**config.mk**
```make
export PLATFORM = sky130hd
export DESIGN_NAME = xcf_tile_rle_decoder
export DESIGN_NICKNAME = d
export VERILOG_FILES = /design/src/hdl/xcf_rle_pkg.sv /design/src/hdl/xcf_rle_core.sv /design/src/hdl/xcf_rle_skid.sv /design/src/hdl/xcf_tile_rle_decoder.sv
export SDC_FILE = /design/constraint.sdc
export NUM_CORES = 1
export LEC_CHECK = 0
export ABC_AREA = 1
export BUFFER_PORTS_ARGS = -buffer_cell sky130_fd_sc_hd__buf_2
export CAP_MARGIN = 10
export CORE_UTILIZATION = 56
export CTS_CLUSTER_SIZE = 30
export DETAILED_ROUTE_END_ITERATION = 8
export GPL_TIMING_DRIVEN = 0
export PLACE_DENSITY = 0.74
export SYNTH_ARGS = -nofsm -noshare
export SYNTH_HDL_FRONTEND = slang
export SYNTH_HIERARCHICAL = 1
export SYNTH_SLANG_ARGS = --single-unit
export TNS_END_PERCENT = 30
```
**constraint.sdc**
```tcl
create_clock -name clock -period 10.45 [get_ports clock]
set_clock_uncertainty 0.15 [all_clocks]
set_input_delay 0.5225 -clock clock [delete_from_list [all_inputs] [get_ports clock]]
set_output_delay 0.5225 -clock clock [all_outputs]
set_load 0.005 [all_outputs]
```
**src/hdl/xcf_rle_pkg.sv**
```systemverilog
`timescale 1ns / 1ps
// xcf_rle_pkg: shared types and constants for the tile run-length decoder
// used by xcf_rle_core, xcf_rle_skid and xcf_tile_rle_decoder; no dependencies

package xcf_rle_pkg;

   localparam int TILE_SIDE    = 64;
   localparam int MAX_CHANNELS = 4;

   localparam int BYTE_W   = 8;
   localparam int BPP_W    = 3;
   localparam int DIM_W    = 7;
   localparam int CHAN_W   = 2;
   localparam int PIXEL_W  = 12;
   localparam int SAMPLE_W = 13;
   localparam int RUN_W    = 16;
   localparam int CSR_IDX_W  = 2;
   localparam int CSR_DATA_W = 7;

   // register indexes
   localparam logic [CSR_IDX_W-1:0] CSR_BYTES_PER_PIXEL = 2'd0;
   localparam logic [CSR_IDX_W-1:0] CSR_TILE_WIDTH      = 2'd1;
   localparam logic [CSR_IDX_W-1:0] CSR_TILE_HEIGHT     = 2'd2;

   // decoded header length that is replaced by a 16-bit count
   localparam logic [BYTE_W-1:0] LONG_RUN_LEN = 8'd128;

   typedef enum logic [4:0] {
      PH_HEADER   = 5'b00001,
      PH_COUNT_HI = 5'b00010,
      PH_COUNT_LO = 5'b00100,
      PH_LITERAL  = 5'b01000,
      PH_VALUE    = 5'b10000
   } phase_type;

   typedef struct packed {
      logic [BYTE_W-1:0] data_byte;
      logic              tile_start;
   } req_item_type;

   typedef struct packed {
      logic [CHAN_W-1:0]   channel;
      logic [PIXEL_W-1:0]  pixel_index;
      logic [BYTE_W-1:0]   sample_value;
      logic [SAMPLE_W-1:0] run_length;
      logic                overrun;
      logic                tile_done;
   } rsp_item_type;

   // clamps a tile dimension into 1..TILE_SIDE
   function automatic logic [DIM_W-1:0] clamp_dim(input logic [DIM_W-1:0] v);
      logic [DIM_W-1:0] r;
      r = v;
      if (v == '0) begin
         r = DIM_W'(1);
      end else if (v > DIM_W'(TILE_SIDE)) begin
         r = DIM_W'(TILE_SIDE);
      end
      return r;
   endfunction

   // clamps the channel count into 1..MAX_CHANNELS
   function automatic logic [BPP_W-1:0] clamp_channels(input logic [BPP_W-1:0] v);
      logic [BPP_W-1:0] r;
      r = v;
      if (v == '0) begin
         r = BPP_W'(1);
      end else if (v > BPP_W'(MAX_CHANNELS)) begin
         r = BPP_W'(MAX_CHANNELS);
      end
      return r;
   endfunction

endpackage

```
**src/hdl/xcf_rle_core.sv**
```systemverilog
`timescale 1ns / 1ps
// xcf_rle_core: configuration registers and the per-byte decode state machine
// depends on xcf_rle_pkg

module xcf_rle_core (
   input  logic                                clock,
   input  logic                                reset,
   input  logic                                csr_write_en,
   input  logic [xcf_rle_pkg::CSR_IDX_W-1:0]   csr_index,
   input  logic [xcf_rle_pkg::CSR_DATA_W-1:0]  csr_wdata,
   input  logic                                accept,
   input  xcf_rle_pkg::req_item_type           req_item,
   output logic                                push,
   output xcf_rle_pkg::rsp_item_type           push_item
);

   logic [xcf_rle_pkg::BPP_W-1:0] bpp_ff;
   logic [xcf_rle_pkg::DIM_W-1:0] width_ff;
   logic [xcf_rle_pkg::DIM_W-1:0] height_ff;

   xcf_rle_pkg::phase_type             phase_ff, phase_in;
   logic [xcf_rle_pkg::RUN_W-1:0]      run_ff, run_in;
   logic                               lit_ff, lit_in;
   logic [xcf_rle_pkg::CHAN_W-1:0]     chan_ff, chan_in;
   logic [xcf_rle_pkg::SAMPLE_W-1:0]   samples_ff, samples_in;
   logic [xcf_rle_pkg::PIXEL_W-1:0]    pixel_ff, pixel_in;
   logic                               active_ff, active_in;
   logic                               over_ff, over_in;

   xcf_rle_pkg::phase_type             cur_phase;
   logic [xcf_rle_pkg::RUN_W-1:0]      cur_run;
   logic                               cur_lit;
   logic [xcf_rle_pkg::CHAN_W-1:0]     cur_chan;
   logic [xcf_rle_pkg::SAMPLE_W-1:0]   cur_samples;
   logic [xcf_rle_pkg::PIXEL_W-1:0]    cur_pixel;
   logic                               cur_active;
   logic                               cur_over;

   logic [xcf_rle_pkg::BYTE_W-1:0]     b;
   logic                               ts;
   logic [xcf_rle_pkg::SAMPLE_W-1:0]   plane;
   logic [xcf_rle_pkg::BPP_W-1:0]      eff_ch;
   logic                               last_ch;
   logic [8:0]                         hdr_len9;
   logic [xcf_rle_pkg::BYTE_W-1:0]     hdr_len;
   logic [xcf_rle_pkg::RUN_W-1:0]      br_len;
   logic                               br_lit;
   logic                               br_over;
   xcf_rle_pkg::phase_type             br_phase;
   logic [xcf_rle_pkg::SAMPLE_W-1:0]   run_min;
   logic [xcf_rle_pkg::SAMPLE_W-1:0]   emit_len;
   logic                               emit_ok;
   logic [xcf_rle_pkg::SAMPLE_W-1:0]   rest;
   logic [xcf_rle_pkg::SAMPLE_W-1:0]   samples_after;
   logic                               chan_end;
   logic [xcf_rle_pkg::RUN_W-1:0]      run_dec;

   assign b  = req_item.data_byte;
   assign ts = req_item.tile_start;

   assign plane = xcf_rle_pkg::SAMPLE_W'(
      {6'd0, xcf_rle_pkg::clamp_dim(width_ff)} * {6'd0, xcf_rle_pkg::clamp_dim(height_ff)});
   assign eff_ch = xcf_rle_pkg::clamp_channels(bpp_ff);

   // state as seen after an optional restart
   assign cur_phase   = ts ? xcf_rle_pkg::PH_HEADER : phase_ff;
   assign cur_run     = ts ? '0 : run_ff;
   assign cur_lit     = ts ? 1'b0 : lit_ff;
   assign cur_chan    = ts ? '0 : chan_ff;
   assign cur_samples = ts ? plane : samples_ff;
   assign cur_pixel   = ts ? '0 : pixel_ff;
   assign cur_active  = ts | active_ff;
   assign cur_over    = ts ? 1'b0 : over_ff;

   assign last_ch = ({1'b0, cur_chan} + 3'd1) >= eff_ch;

   // header length and run start
   assign hdr_len9 = b[7] ? (9'd256 - {1'b0, b}) : ({1'b0, b} + 9'd1);
   assign hdr_len  = hdr_len9[7:0];
   assign br_len   = (cur_phase == xcf_rle_pkg::PH_HEADER) ? {8'd0, hdr_len}
                                                           : {cur_run[15:8], b};
   assign br_lit   = (cur_phase == xcf_rle_pkg::PH_HEADER) ? b[7] : cur_lit;
   assign br_over  = br_len > {3'd0, cur_samples};
   assign br_phase = br_lit ? ((br_len != '0) ? xcf_rle_pkg::PH_LITERAL
                                              : xcf_rle_pkg::PH_HEADER)
                            : xcf_rle_pkg::PH_VALUE;

   // emission
   assign run_min  = ((cur_run[15:13] != '0) || (cur_run[12:0] > cur_samples))
                     ? cur_samples : cur_run[12:0];
   assign emit_len = (cur_phase == xcf_rle_pkg::PH_LITERAL) ? 13'd1 : run_min;
   assign emit_ok  = (cur_phase == xcf_rle_pkg::PH_LITERAL) ? (cur_samples != '0)
                                                            : (run_min != '0);
   assign rest          = cur_samples - emit_len;
   assign samples_after = emit_ok ? rest : cur_samples;
   assign run_dec       = cur_run - 16'd1;

   always_comb begin
      phase_in   = cur_phase;
      run_in     = cur_run;
      lit_in     = cur_lit;
      chan_in    = cur_chan;
      samples_in = cur_samples;
      pixel_in   = cur_pixel;
      active_in  = cur_active;
      over_in    = cur_over;
      push       = 1'b0;
      chan_end   = 1'b0;

      push_item.channel      = cur_chan;
      push_item.pixel_index  = cur_pixel;
      push_item.sample_value = b;
      push_item.run_length   = emit_len;
      push_item.overrun      = cur_over;
      push_item.tile_done    = (rest == '0) && last_ch;

      if (cur_active) begin
         case (cur_phase)
            xcf_rle_pkg::PH_HEADER: begin
               lit_in = b[7];
               if (hdr_len == xcf_rle_pkg::LONG_RUN_LEN) begin
                  phase_in = xcf_rle_pkg::PH_COUNT_HI;
               end else begin
                  over_in  = br_over;
                  run_in   = br_len;
                  phase_in = br_phase;
               end
            end
            xcf_rle_pkg::PH_COUNT_HI: begin
               run_in   = {b, 8'd0};
               phase_in = xcf_rle_pkg::PH_COUNT_LO;
            end
            xcf_rle_pkg::PH_COUNT_LO: begin
               over_in  = br_over;
               run_in   = br_len;
               phase_in = br_phase;
            end
            xcf_rle_pkg::PH_LITERAL: begin
               run_in = run_dec;
               if (emit_ok) begin
                  push       = 1'b1;
                  samples_in = rest;
                  pixel_in   = cur_pixel + emit_len[xcf_rle_pkg::PIXEL_W-1:0];
               end
               if (run_dec == '0) begin
                  phase_in = xcf_rle_pkg::PH_HEADER;
                  chan_end = (samples_after == '0);
               end
            end
            xcf_rle_pkg::PH_VALUE: begin
               run_in   = '0;
               phase_in = xcf_rle_pkg::PH_HEADER;
               if (emit_ok) begin
                  push       = 1'b1;
                  samples_in = rest;
                  pixel_in   = cur_pixel + emit_len[xcf_rle_pkg::PIXEL_W-1:0];
               end
               chan_end = (samples_after == '0);
            end
            default: begin
               phase_in = xcf_rle_pkg::PH_HEADER;
            end
         endcase

         if (chan_end) begin
            if (last_ch) begin
               active_in = 1'b0;
            end else begin
               chan_in    = cur_chan + 2'd1;
               pixel_in   = '0;
               samples_in = plane;
            end
            phase_in = xcf_rle_pkg::PH_HEADER;
            run_in   = '0;
         end
      end
   end

   always_ff @(posedge clock) begin
      if (reset) begin
         bpp_ff    <= xcf_rle_pkg::BPP_W'(xcf_rle_pkg::MAX_CHANNELS);
         width_ff  <= xcf_rle_pkg::DIM_W'(xcf_rle_pkg::TILE_SIDE);
         height_ff <= xcf_rle_pkg::DIM_W'(xcf_rle_pkg::TILE_SIDE);
      end else if (csr_write_en) begin
         case (csr_index)
            xcf_rle_pkg::CSR_BYTES_PER_PIXEL: begin
               bpp_ff <= csr_wdata[xcf_rle_pkg::BPP_W-1:0];
            end
            xcf_rle_pkg::CSR_TILE_WIDTH: begin
               width_ff <= csr_wdata;
            end
            xcf_rle_pkg::CSR_TILE_HEIGHT: begin
               height_ff <= csr_wdata;
            end
            default: begin
            end
         endcase
      end
   end

   always_ff @(posedge clock) begin
      if (reset) begin
         phase_ff   <= xcf_rle_pkg::PH_HEADER;
         run_ff     <= '0;
         lit_ff     <= 1'b0;
         chan_ff    <= '0;
         samples_ff <= '0;
         pixel_ff   <= '0;
         active_ff  <= 1'b0;
         over_ff    <= 1'b0;
      end else if (accept) begin
         phase_ff   <= phase_in;
         run_ff     <= run_in;
         lit_ff     <= lit_in;
         chan_ff    <= chan_in;
         samples_ff <= samples_in;
         pixel_ff   <= pixel_in;
         active_ff  <= active_in;
         over_ff    <= over_in;
      end
   end

   // no result without an active or starting tile
   a_idle_no_result: assert property (@(posedge clock) disable iff (reset)
      (!active_ff && !ts) |-> !push)
      else $error("result produced while no tile is active");

   // a literal run in progress always has bytes left
   a_literal_run_left: assert property (@(posedge clock) disable iff (reset)
      (phase_ff == xcf_rle_pkg::PH_LITERAL) |-> (run_ff != '0))
      else $error("literal phase with empty run");

   // a result never claims more samples than remain in the channel
   a_emit_within_plane: assert property (@(posedge clock) disable iff (reset)
      push |-> (push_item.run_length != '0) && (push_item.run_length <= cur_samples))
      else $error("result run exceeds samples left");

endmodule

```
**src/hdl/xcf_rle_skid.sv**
```systemverilog
`timescale 1ns / 1ps
// xcf_rle_skid: two-entry result register with skid stage
// depends on xcf_rle_pkg

module xcf_rle_skid (
   input  logic                       clock,
   input  logic                       reset,
   input  logic                       push,
   input  xcf_rle_pkg::rsp_item_type  push_item,
   output logic                       full,
   output logic                       rsp_valid,
   input  logic                       rsp_stall,
   output xcf_rle_pkg::rsp_item_type  rsp_data
);

   logic                       main_valid_ff, main_valid_in;
   logic                       skid_valid_ff, skid_valid_in;
   xcf_rle_pkg::rsp_item_type  main_ff, main_in;
   xcf_rle_pkg::rsp_item_type  skid_ff, skid_in;
   logic                       take;

   assign take      = main_valid_ff && !rsp_stall;
   assign full      = skid_valid_ff;
   assign rsp_valid = main_valid_ff;
   assign rsp_data  = main_ff;

   always_comb begin
      main_valid_in = main_valid_ff;
      skid_valid_in = skid_valid_ff;
      main_in       = main_ff;
      skid_in       = skid_ff;
      if (skid_valid_ff) begin
         if (take) begin
            main_in       = skid_ff;
            skid_valid_in = 1'b0;
         end
      end else if (push) begin
         if (!main_valid_ff || take) begin
            main_in       = push_item;
            main_valid_in = 1'b1;
         end else begin
            skid_in       = push_item;
            skid_valid_in = 1'b1;
         end
      end else if (take) begin
         main_valid_in = 1'b0;
      end
   end

   always_ff @(posedge clock) begin
      if (reset) begin
         main_valid_ff <= 1'b0;
         skid_valid_ff <= 1'b0;
      end else begin
         main_valid_ff <= main_valid_in;
         skid_valid_ff <= skid_valid_in;
      end
   end

   always_ff @(posedge clock) begin
      main_ff <= main_in;
      skid_ff <= skid_in;
   end

   // skid entry only holds an item behind a waiting one
   a_skid_behind_main: assert property (@(posedge clock) disable iff (reset)
      skid_valid_ff |-> main_valid_ff)
      else $error("skid entry valid with empty output register");

   // a taken item is replaced by the skid entry in order
   a_skid_moves_up: assert property (@(posedge clock) disable iff (reset)
      (skid_valid_ff && take) |=> (main_valid_ff && !skid_valid_ff
                                   && main_ff == $past(skid_ff)))
      else $error("skid entry not moved to output register");

   // an item pushed into an empty register shows up next cycle
   a_push_lands: assert property (@(posedge clock) disable iff (reset)
      (push && !main_valid_ff) |=> (main_valid_ff && main_ff == $past(push_item)))
      else $error("pushed item lost");

endmodule

```
**src/hdl/xcf_tile_rle_decoder.sv**
```systemverilog
`timescale 1ns / 1ps
// xcf_tile_rle_decoder: top level of the compressed tile run-length decoder
// depends on xcf_rle_pkg, xcf_rle_core and xcf_rle_skid
//
//   port group   direction   handshake            payload
//   req_         in          req_valid/req_stall  req_data  (data_byte, tile_start)
//   rsp_         out         rsp_valid/rsp_stall  rsp_data  (channel .. tile_done)
//   csr_         in          csr_write_en         csr_index, csr_wdata
//
// one byte is taken per cycle while req_stall is low; its result is on rsp_data the next
// cycle unless an earlier item still waits there
// the decode state advances once per accepted byte, with no loops between bytes
// a two-entry output register lets one more result land in the skid entry under rsp_stall
// req_stall rises only once both output entries are full
// synchronous reset: tile idle, registers 4 channels, 64 by 64

module xcf_tile_rle_decoder (
   input  logic                                clock,
   input  logic                                reset,
   input  logic                                req_valid,
   output logic                                req_stall,
   input  xcf_rle_pkg::req_item_type           req_data,
   output logic                                rsp_valid,
   input  logic                                rsp_stall,
   output xcf_rle_pkg::rsp_item_type           rsp_data,
   input  logic                                csr_write_en,
   input  logic [xcf_rle_pkg::CSR_IDX_W-1:0]   csr_index,
   input  logic [xcf_rle_pkg::CSR_DATA_W-1:0]  csr_wdata
);

   logic                       accept;
   logic                       push;
   logic                       full;
   xcf_rle_pkg::rsp_item_type  push_item;

   assign req_stall = full;
   assign accept    = req_valid && !full;

   xcf_rle_core u_core (
      .clock        (clock),
      .reset        (reset),
      .csr_write_en (csr_write_en),
      .csr_index    (csr_index),
      .csr_wdata    (csr_wdata),
      .accept       (accept),
      .req_item     (req_data),
      .push         (push),
      .push_item    (push_item)
   );

   xcf_rle_skid u_skid (
      .clock     (clock),
      .reset     (reset),
      .push      (push && accept),
      .push_item (push_item),
      .full      (full),
      .rsp_valid (rsp_valid),
      .rsp_stall (rsp_stall),
      .rsp_data  (rsp_data)
   );

endmodule

```
# ---- Word level (Yosys, flattened, before mapping)
# Index checks and enable logic that the tools add are counted.
dict set report totals {
  ramBits 0
  memories 0
  register_bits 144
  rom_bits 0
  in_bits 23
  latchBits 0
  output_inout_bits 39
  word_cells 149
}
dict set report classes {
  mux 67
  mul 1
  shift 0
  add_sub_neg 7
  eq_ne 10
  n_lt_le_gt_ge 6
  reduce_logical 30
  div_mod_pow 0
  n_bitwise 3
}
# op count
set ops {}
lappend ops {{$mux W37} 4}
lappend ops {{$mux W13} 8}
lappend ops {{$mux W16} 5}
lappend ops {{$pmux W16 S5} 1}
lappend ops {{$mux W12} 6}
lappend ops {{$mux W5} 6}
lappend ops {{$mux W7} 4}
lappend ops {{$logic_not A13 Y1} 2}
lappend ops {{$reduce_bool A13 Y1} 2}
lappend ops {{$mux W1} 22}
lappend ops {{$pmux W5 S4} 1}
lappend ops {{$gt A16 B13 Y1} 1}
lappend ops {{$logic_not A16 Y1} 1}
lappend ops {{$reduce_bool A16 Y1} 1}
lappend ops {{$sub A16 B1 Y16 const B} 1}
lappend ops {{$gt A7 B7 Y1 const B} 2}
lappend ops {{$logic_not A7 Y1} 2}
lappend ops {{$gt A13 B13 Y1} 1}
lappend ops {{$mul A7 B7 Y13} 1}
lappend ops {{$sub A13 B13 Y13} 1}
lappend ops {{$add A12 B12 Y12} 1}
lappend ops {{$reduce_and A3 Y1} 3}
lappend ops {{$add A8 B1 Y8 const B} 1}
lappend ops {{$eq A8 B8 Y1 const B} 1}
lappend ops {{29 further kinds} 46}

# ---- Logic depth before layout (Yosys ltp)
dict set report depth {
  ltp_word 17
  depth_mapped 67
  ltp_nobuf 65
}

# ---- Modules after synthesis
# The synthesis kept the hierarchy.
# mod cells_per_inst area_each_um2 instances seq_area_each_um2
set by_module_without_submodules {}
lappend by_module_without_submodules {xcf_rle_core 1382 8647.0 1 1361.3}
lappend by_module_without_submodules {xcf_rle_skid 214 2830.2 1 2262.2}
lappend by_module_without_submodules {xcf_tile_rle_decoder 5 23.8 1 0.0}

# ---- Worst setup path after synthesis
# OpenSTA, ideal clock, no wires.
dict set report synth_timing {
  kind {register -> register}
  start {reg u_core/width_ff[4] (netlist bit)}
  end {reg u_skid.main_ff (netlist bit u_skid/rsp_data[0]) (enable)}
  setup_time_ns 0.443
  setup_slack_ns 1.552
  arrival_time_ns 8.304
  path_buffers 2
  stages_incl_launch_ff 49
  synth_period_minus_slack_ns 8.898
  required_ns 9.857
  cell_sequence {dfxtp_1 > nor2_1 > nand4_1 > or2_1 > a21oi_1 > nand2_1 > fa_1 > fa_1 > inv_1 > fa_1 > inv_1 > fa_1 > inv_1 > ha_1 > nand2_1 > nor2_1 > nand2_1 > nand3_2 > [... 13 more ...] > nand2_1 > nand2_2 > buf_4 > nand3_1 > nand2_1 > nor2_1 > nand2_1 > nor2_2 > nand2_4 > nand2_4 > buf_4 > nor2_1 > inv_1 > nor2_1 > inv_1 > nor2_2 > nand2_1 > a21oi_1}
}
dict set report synth_between {
  elab_chain_cells 16
  word_cells_on_any_way 18
  cone_classes {mul (1); order compare (2); mux (8); reduce/logical (7)}
}
# item line_no
set synth_lines {}
lappend synth_lines {{start: declaration} xcf_rle_core.sv:18} ;# logic [xcf_rle_pkg::DIM_W-1:0] width_ff;
lappend synth_lines {{start signal: assignment} xcf_rle_core.sv:182} ;# width_ff <= xcf_rle_pkg::DIM_W'(xcf_rle_pkg::TILE_SIDE);
lappend synth_lines {{start signal: assignment} xcf_rle_core.sv:190} ;# width_ff <= csr_wdata;
lappend synth_lines {{$gt A7 B7 Y1} xcf_rle_pkg.sv:56} ;# end else if (v > DIM_W'(TILE_SIDE)) begin
lappend synth_lines {{$mux W7} xcf_rle_pkg.sv:56}
lappend synth_lines {{$mux W7 (*)} xcf_rle_pkg.sv:54} ;# if (v == '0) begin
lappend synth_lines {{$mul A7 B7 Y13 (*)} xcf_rle_core.sv:62} ;# {6'd0, xcf_rle_pkg::clamp_dim(width_ff)} * {6'd0, xcf_rle_pkg::clamp_dim(height_ff)});
lappend synth_lines {{$mux W13 (*)} xcf_rle_core.sv:70} ;# assign cur_samples = ts ? plane : samples_ff;
lappend synth_lines {{$gt A13 B13 Y1} xcf_rle_core.sv:89} ;# assign run_min = ((cur_run[15:13] != '0) || (cur_run[12:0] > cur_samples))
lappend synth_lines {{$logic_or A1 B1 Y1} xcf_rle_core.sv:89}
lappend synth_lines {{$mux W13} xcf_rle_core.sv:90} ;# ? cur_samples : cur_run[12:0];
lappend synth_lines {{$reduce_bool A13 Y1} xcf_rle_core.sv:93} ;# : (run_min != '0);
lappend synth_lines {{$mux W1 (*)} xcf_rle_core.sv:92} ;# assign emit_ok = (cur_phase == xcf_rle_pkg::PH_LITERAL) ? (cur_samples != '0)
lappend synth_lines {{$mux W1 (*)} {xcf_rle_core.sv:140, xcf_rle_core.sv:153}}
lappend synth_lines {{$mux W1 (*)} --}
lappend synth_lines {{$mux W1 (*)} xcf_rle_core.sv:117} ;# if (cur_active) begin
lappend synth_lines {{named net push} xcf_tile_rle_decoder.sv:32} ;# logic push;
lappend synth_lines {{$logic_and A1 B1 Y1 (*)} xcf_tile_rle_decoder.sv:54} ;# .push (push && accept),
lappend synth_lines {{$reduce_bool A2 Y1 (no line) (*)} --}
lappend synth_lines {{$reduce_and A3 Y1 (no line) (*)} --}
lappend synth_lines {{end signal: assignment} xcf_rle_skid.sv:61} ;# main_ff <= main_in;
lappend synth_lines {{end: declaration} xcf_rle_skid.sv:18} ;# xcf_rle_pkg::rsp_item_type main_ff, main_in;
# The timed path passes the listed nets; every way through them passes the cells marked *.
# A chain may end at the register's enable or synchronous reset.

==> impl_metrics.py <==
metrics = {
    "worst_setup_path": {
        "critical_path.max_fanout": 10,
        "endpoint_kind": "flop",
        "reg2reg_from": "u_core/width_ff[5]",
        "cp_slowest_stage_delay_ns": 0.55,
        "worstPathArrival_ns": 9.97,
        "reg2reg_depth": 59,
        "cp_slowest_cell": "fa_1",
        "reg2reg_to": "u_core/run_ff[0]",
        "worstPathRequired_ns": 10.61,
        "rrSetupSlack_ns": 0.64,
        "cpMostUsedCell": "nand2_1",
        "crit_type": "flop to flop",
        "crit_family": "adder cells",
        "cp-start-kind": "flop",
        "crit_buf_inv": 7,
    },
    "min_path": {
        "min-delay-start": "req_data[5]",
        "min_path_cells": 1,
        "hold_class": "input pin to flop",
        "holdPathEnd": "u_skid/skid_ff[19]",
    },
    "clocking": {
        "post_cts.repair.setup_buffers": 0,
        "clk_latency_ns": 0.43,
        "cts_buffers": 17,
        "clock_sink_count": 144,
        "clock-root-buffer": "clkbuf_16",
        "htreeDepth": 4,
        "hold_buffers": 0,
        "clock_path_buffers": 2,
        "path_clk_slew_ns": 0.06,
        "cts_tree": "yes",
    },
    "route": {
        "drtIter0Drc": 1172,
        "detail_route.wl_per_cell_um": 17.1,
        "wl_um": 33500,
        "dr.pass1.iters": 6,
        "via_per_inst": 5.65,
        "drc": 0,
        "via_count": 11091,
        "drtAntennaViolNets": 0,
    },
    "timing": {
        "worst_slack_ns": 0.638,
        "slew_headroom": 0.409,
        "rsz0062_at_grt": "no",
        "slew_violations": 0,
        "finalHoldViolCount": 0,
        "timing.fmax_ghz": 0.102,
        "layout_min_cycle_time_ns": 9.81,
        "tightest_slew_ns": 0.881,
        "post-route-period-util": 0.939,
        "setup_viol": 0,
    },
    "finish": {
        "syn_to_final_growth_pct": 11.7,
        "fin_nets": 1809,
        "antennaDiodeCount": 0,
        "post-route-util": 0.637,
        "postLayoutCellArea_um2": 12900,
        "drive_above_1_share": 0.106,
    },
    "logic_synthesis": {
        "ys_seq_area_frac": 0.315,
        "synthTopCellsByCount": "414 x nand2_1, 218 x inv_1, 156 x nor2_1",
        "yosysTopAreaCell": "edfxtp_1",
        "synthCells": 1601,
        "avgSynthCellArea_um2": 7.18,
        "synth_cell_types": 57,
        "synth_flop_cell": "edfxtp_1",
        "netlist_area_um2": 11500,
        "synth_top_area_frac": 0.193,
        "synth_edf_count": 74,
        "ys_async_sr_fraction": 0,
        "synth_seq_cells": 144,
        "synthesis.nets": 1731,
        "yosysMostFrequentCell": "nand2_1",
        "yosysWarnings": 6,
        "synthTopCellsByArea": "edfxtp_1 19%, nand2_1 14%, dfxtp_1 12%",
    },
    "placement": {
        "dp_hpwl_um": 26400,
        "portBuffers": 57,
        "post-place-ws_ns": -0.167,
        "globalplace.congestion": 0.947,
        "place_area_um2": 12200,
    },
    "die": {
        "dieArea_um2": 21100,
        "rows": 52,
        "initial_core_util": 0.570,
        "die_w_um": 145,
        "design.core.area_um2": 20200,
        "ios": 62,
        "die_h_um": 145,
    },
    "global_routing": {
        "grt_pass1_wl_um": 53400,
        "gr-total-overflow": 0,
        "grt_pass1_vias": 10278,
        "antenna_found_initial": 1,
        "track_usage": 0.323,
        "grt_max_degree": 32,
    },
    "power_and_ir_drop": {
        "p_int_mw": 1.10,
        "vdd_drop_max_uv": 98.1,
        "sw_frac_of_total": 0.352,
        "p_clk_frac": 0.361,
        "pwr_density_cell_nw_per_um2": 132,
        "power_frac_seq": 0.363,
        "p_total_mw": 1.70,
        "switchingPower_mw": 0.598,
        "power.leakage_nw": 6.12,
        "power.combinational.fraction": 0.276,
    },
    "job": {
        "maxCapViolCount": 0,
    },
    "outcome": {
        "outcome": "complete, no violations",
    },
}
-- cell type report --
| type | count | area, um^2 |
|---|---|---|
| Buffer | 72 | 399 |
| Clock buffer | 17 | 425 |
| Tap cell | 270 | 338 |
| Multi-Input combinational cell | 1153 | 6690 |
| Timing Repair Buffer | 59 | 333 |
| Sequential cell | 144 | 3620 |
| Clock inverter | 15 | 175 |
| Fill cell | 1866 | 7320 |
| Inverter | 232 | 871 |
-- registers in the layout, indices dropped and copies added (netlist names), 3 cells and up --
| name | flops |
|---|---|
| u_core/width_ff | 7 |
| u_skid/rsp_data | 37 |
| u_core/run_ff | 16 |
| u_core/samples_ff | 13 |
| u_skid/skid_ff | 37 |
| u_core/phase_ff | 5 |
| u_core/height_ff | 7 |
| u_core/bpp_ff | 3 |
| u_core/pixel_ff | 12 |
-- power groups by stage --
| stage | registers, mW | clock network [mW] | logic [mW] |
|---|---|---|---|
| after CTS | 0.616 | 0.624 | 0.453 |
| final | 0.617 | 0.613 | 0.469 |
| after detailed placement | 0.629 | 0 | 0.448 |
| after global routing | 0.618 | 0.649 | 0.520 |
| after global placement | 0.628 | 0 | 0.443 |
| after floorplan | 0.627 | 0 | 0.334 |
-- routing by layer --
layer / routed length (um) / vias to the layer above / track usage / share of wire
li1: - / 5411 / - / -
met1: 14400 / 5143 / 0.422 / 0.43
met2: 15200 / 460 / 0.516 / 0.45
met3: 2670 / 75 / 0.0692 / 0.080
met4: 1220 / 2 / 0.143 / 0.036
met5: 15 / - / 0 / 0.00045
-- logic make-up (layout without fill, tap and decap cells) --
group,Yosys count,count (layout),share of synthesized area
buffers and inverters,304,395,0.110
flip-flops,144,144,0.315
adder cells (fa/ha/maj),107,107,0.133
AO/OA/AOI/OAI,263,263,0.134
AND/OR/NAND/NOR,736,736,0.272
XOR/XNOR,47,47,0.0358
-- how the worst max path moves through the flow --
stage | cells past startpoint | slack, ns | from | to
after floorplan | 48 | 1.55 | u_core/width_ff[4] | u_skid/rsp_data[0]
after global placement | 43 | -0.34 | u_core/width_ff[4] | u_skid/rsp_data[17]
after detailed placement | 57 | -0.17 | u_core/height_ff[4] | u_core/samples_ff[12]
after CTS | 57 | 0.06 | u_core/width_ff[5] | u_core/samples_ff[12]
after global routing | 60 | 0.009 | u_core/height_ff[4] | u_core/samples_ff[7]
final | 59 | 0.64 | u_core/width_ff[5] | u_core/run_ff[0]
-- metrics by stage --
stage / cells / setup TNS (ns) / hold slack, ns
finish: 1962 / 0 / 0.126
global route: 1962 / 0 / 0.107
CTS: 1962 / 0 / 0.112
detailed placement: 1930 / -2.40 / 0.305
global placement: 1928 / -12.33 / 0.302
floorplan: 1601 / 0 / 0.280
-- cells in the final DEF (no fill, tap or decap), types with 10 or more instances in the layout --
cell,n
clkbuf_16,17
a21oi_1,97
nor3_1,15
edfxtp_1,74
ha_1,82
buf_2,67
nand2_1,414
o21ai_0,67
a221oi_1,16
nand4_1,31
o21ai_1,15
fa_1,25
nor2_1,153
buf_4,15
clkbuf_1,35
inv_1,218
xor2_1,37
inv_2,10
nand3_1,77
dfxtp_1,70
o211ai_1,16
o22ai_1,14
-- repair_timing --
| action | in CTS | in global routing |
|---|---|---|
| setup endpoints to repair | 29 | 30 |
| hold endpoints to repair | 0 | 0 |
| gates resized for setup | 2 | 18 |
(Power assumes the default switching activity.)
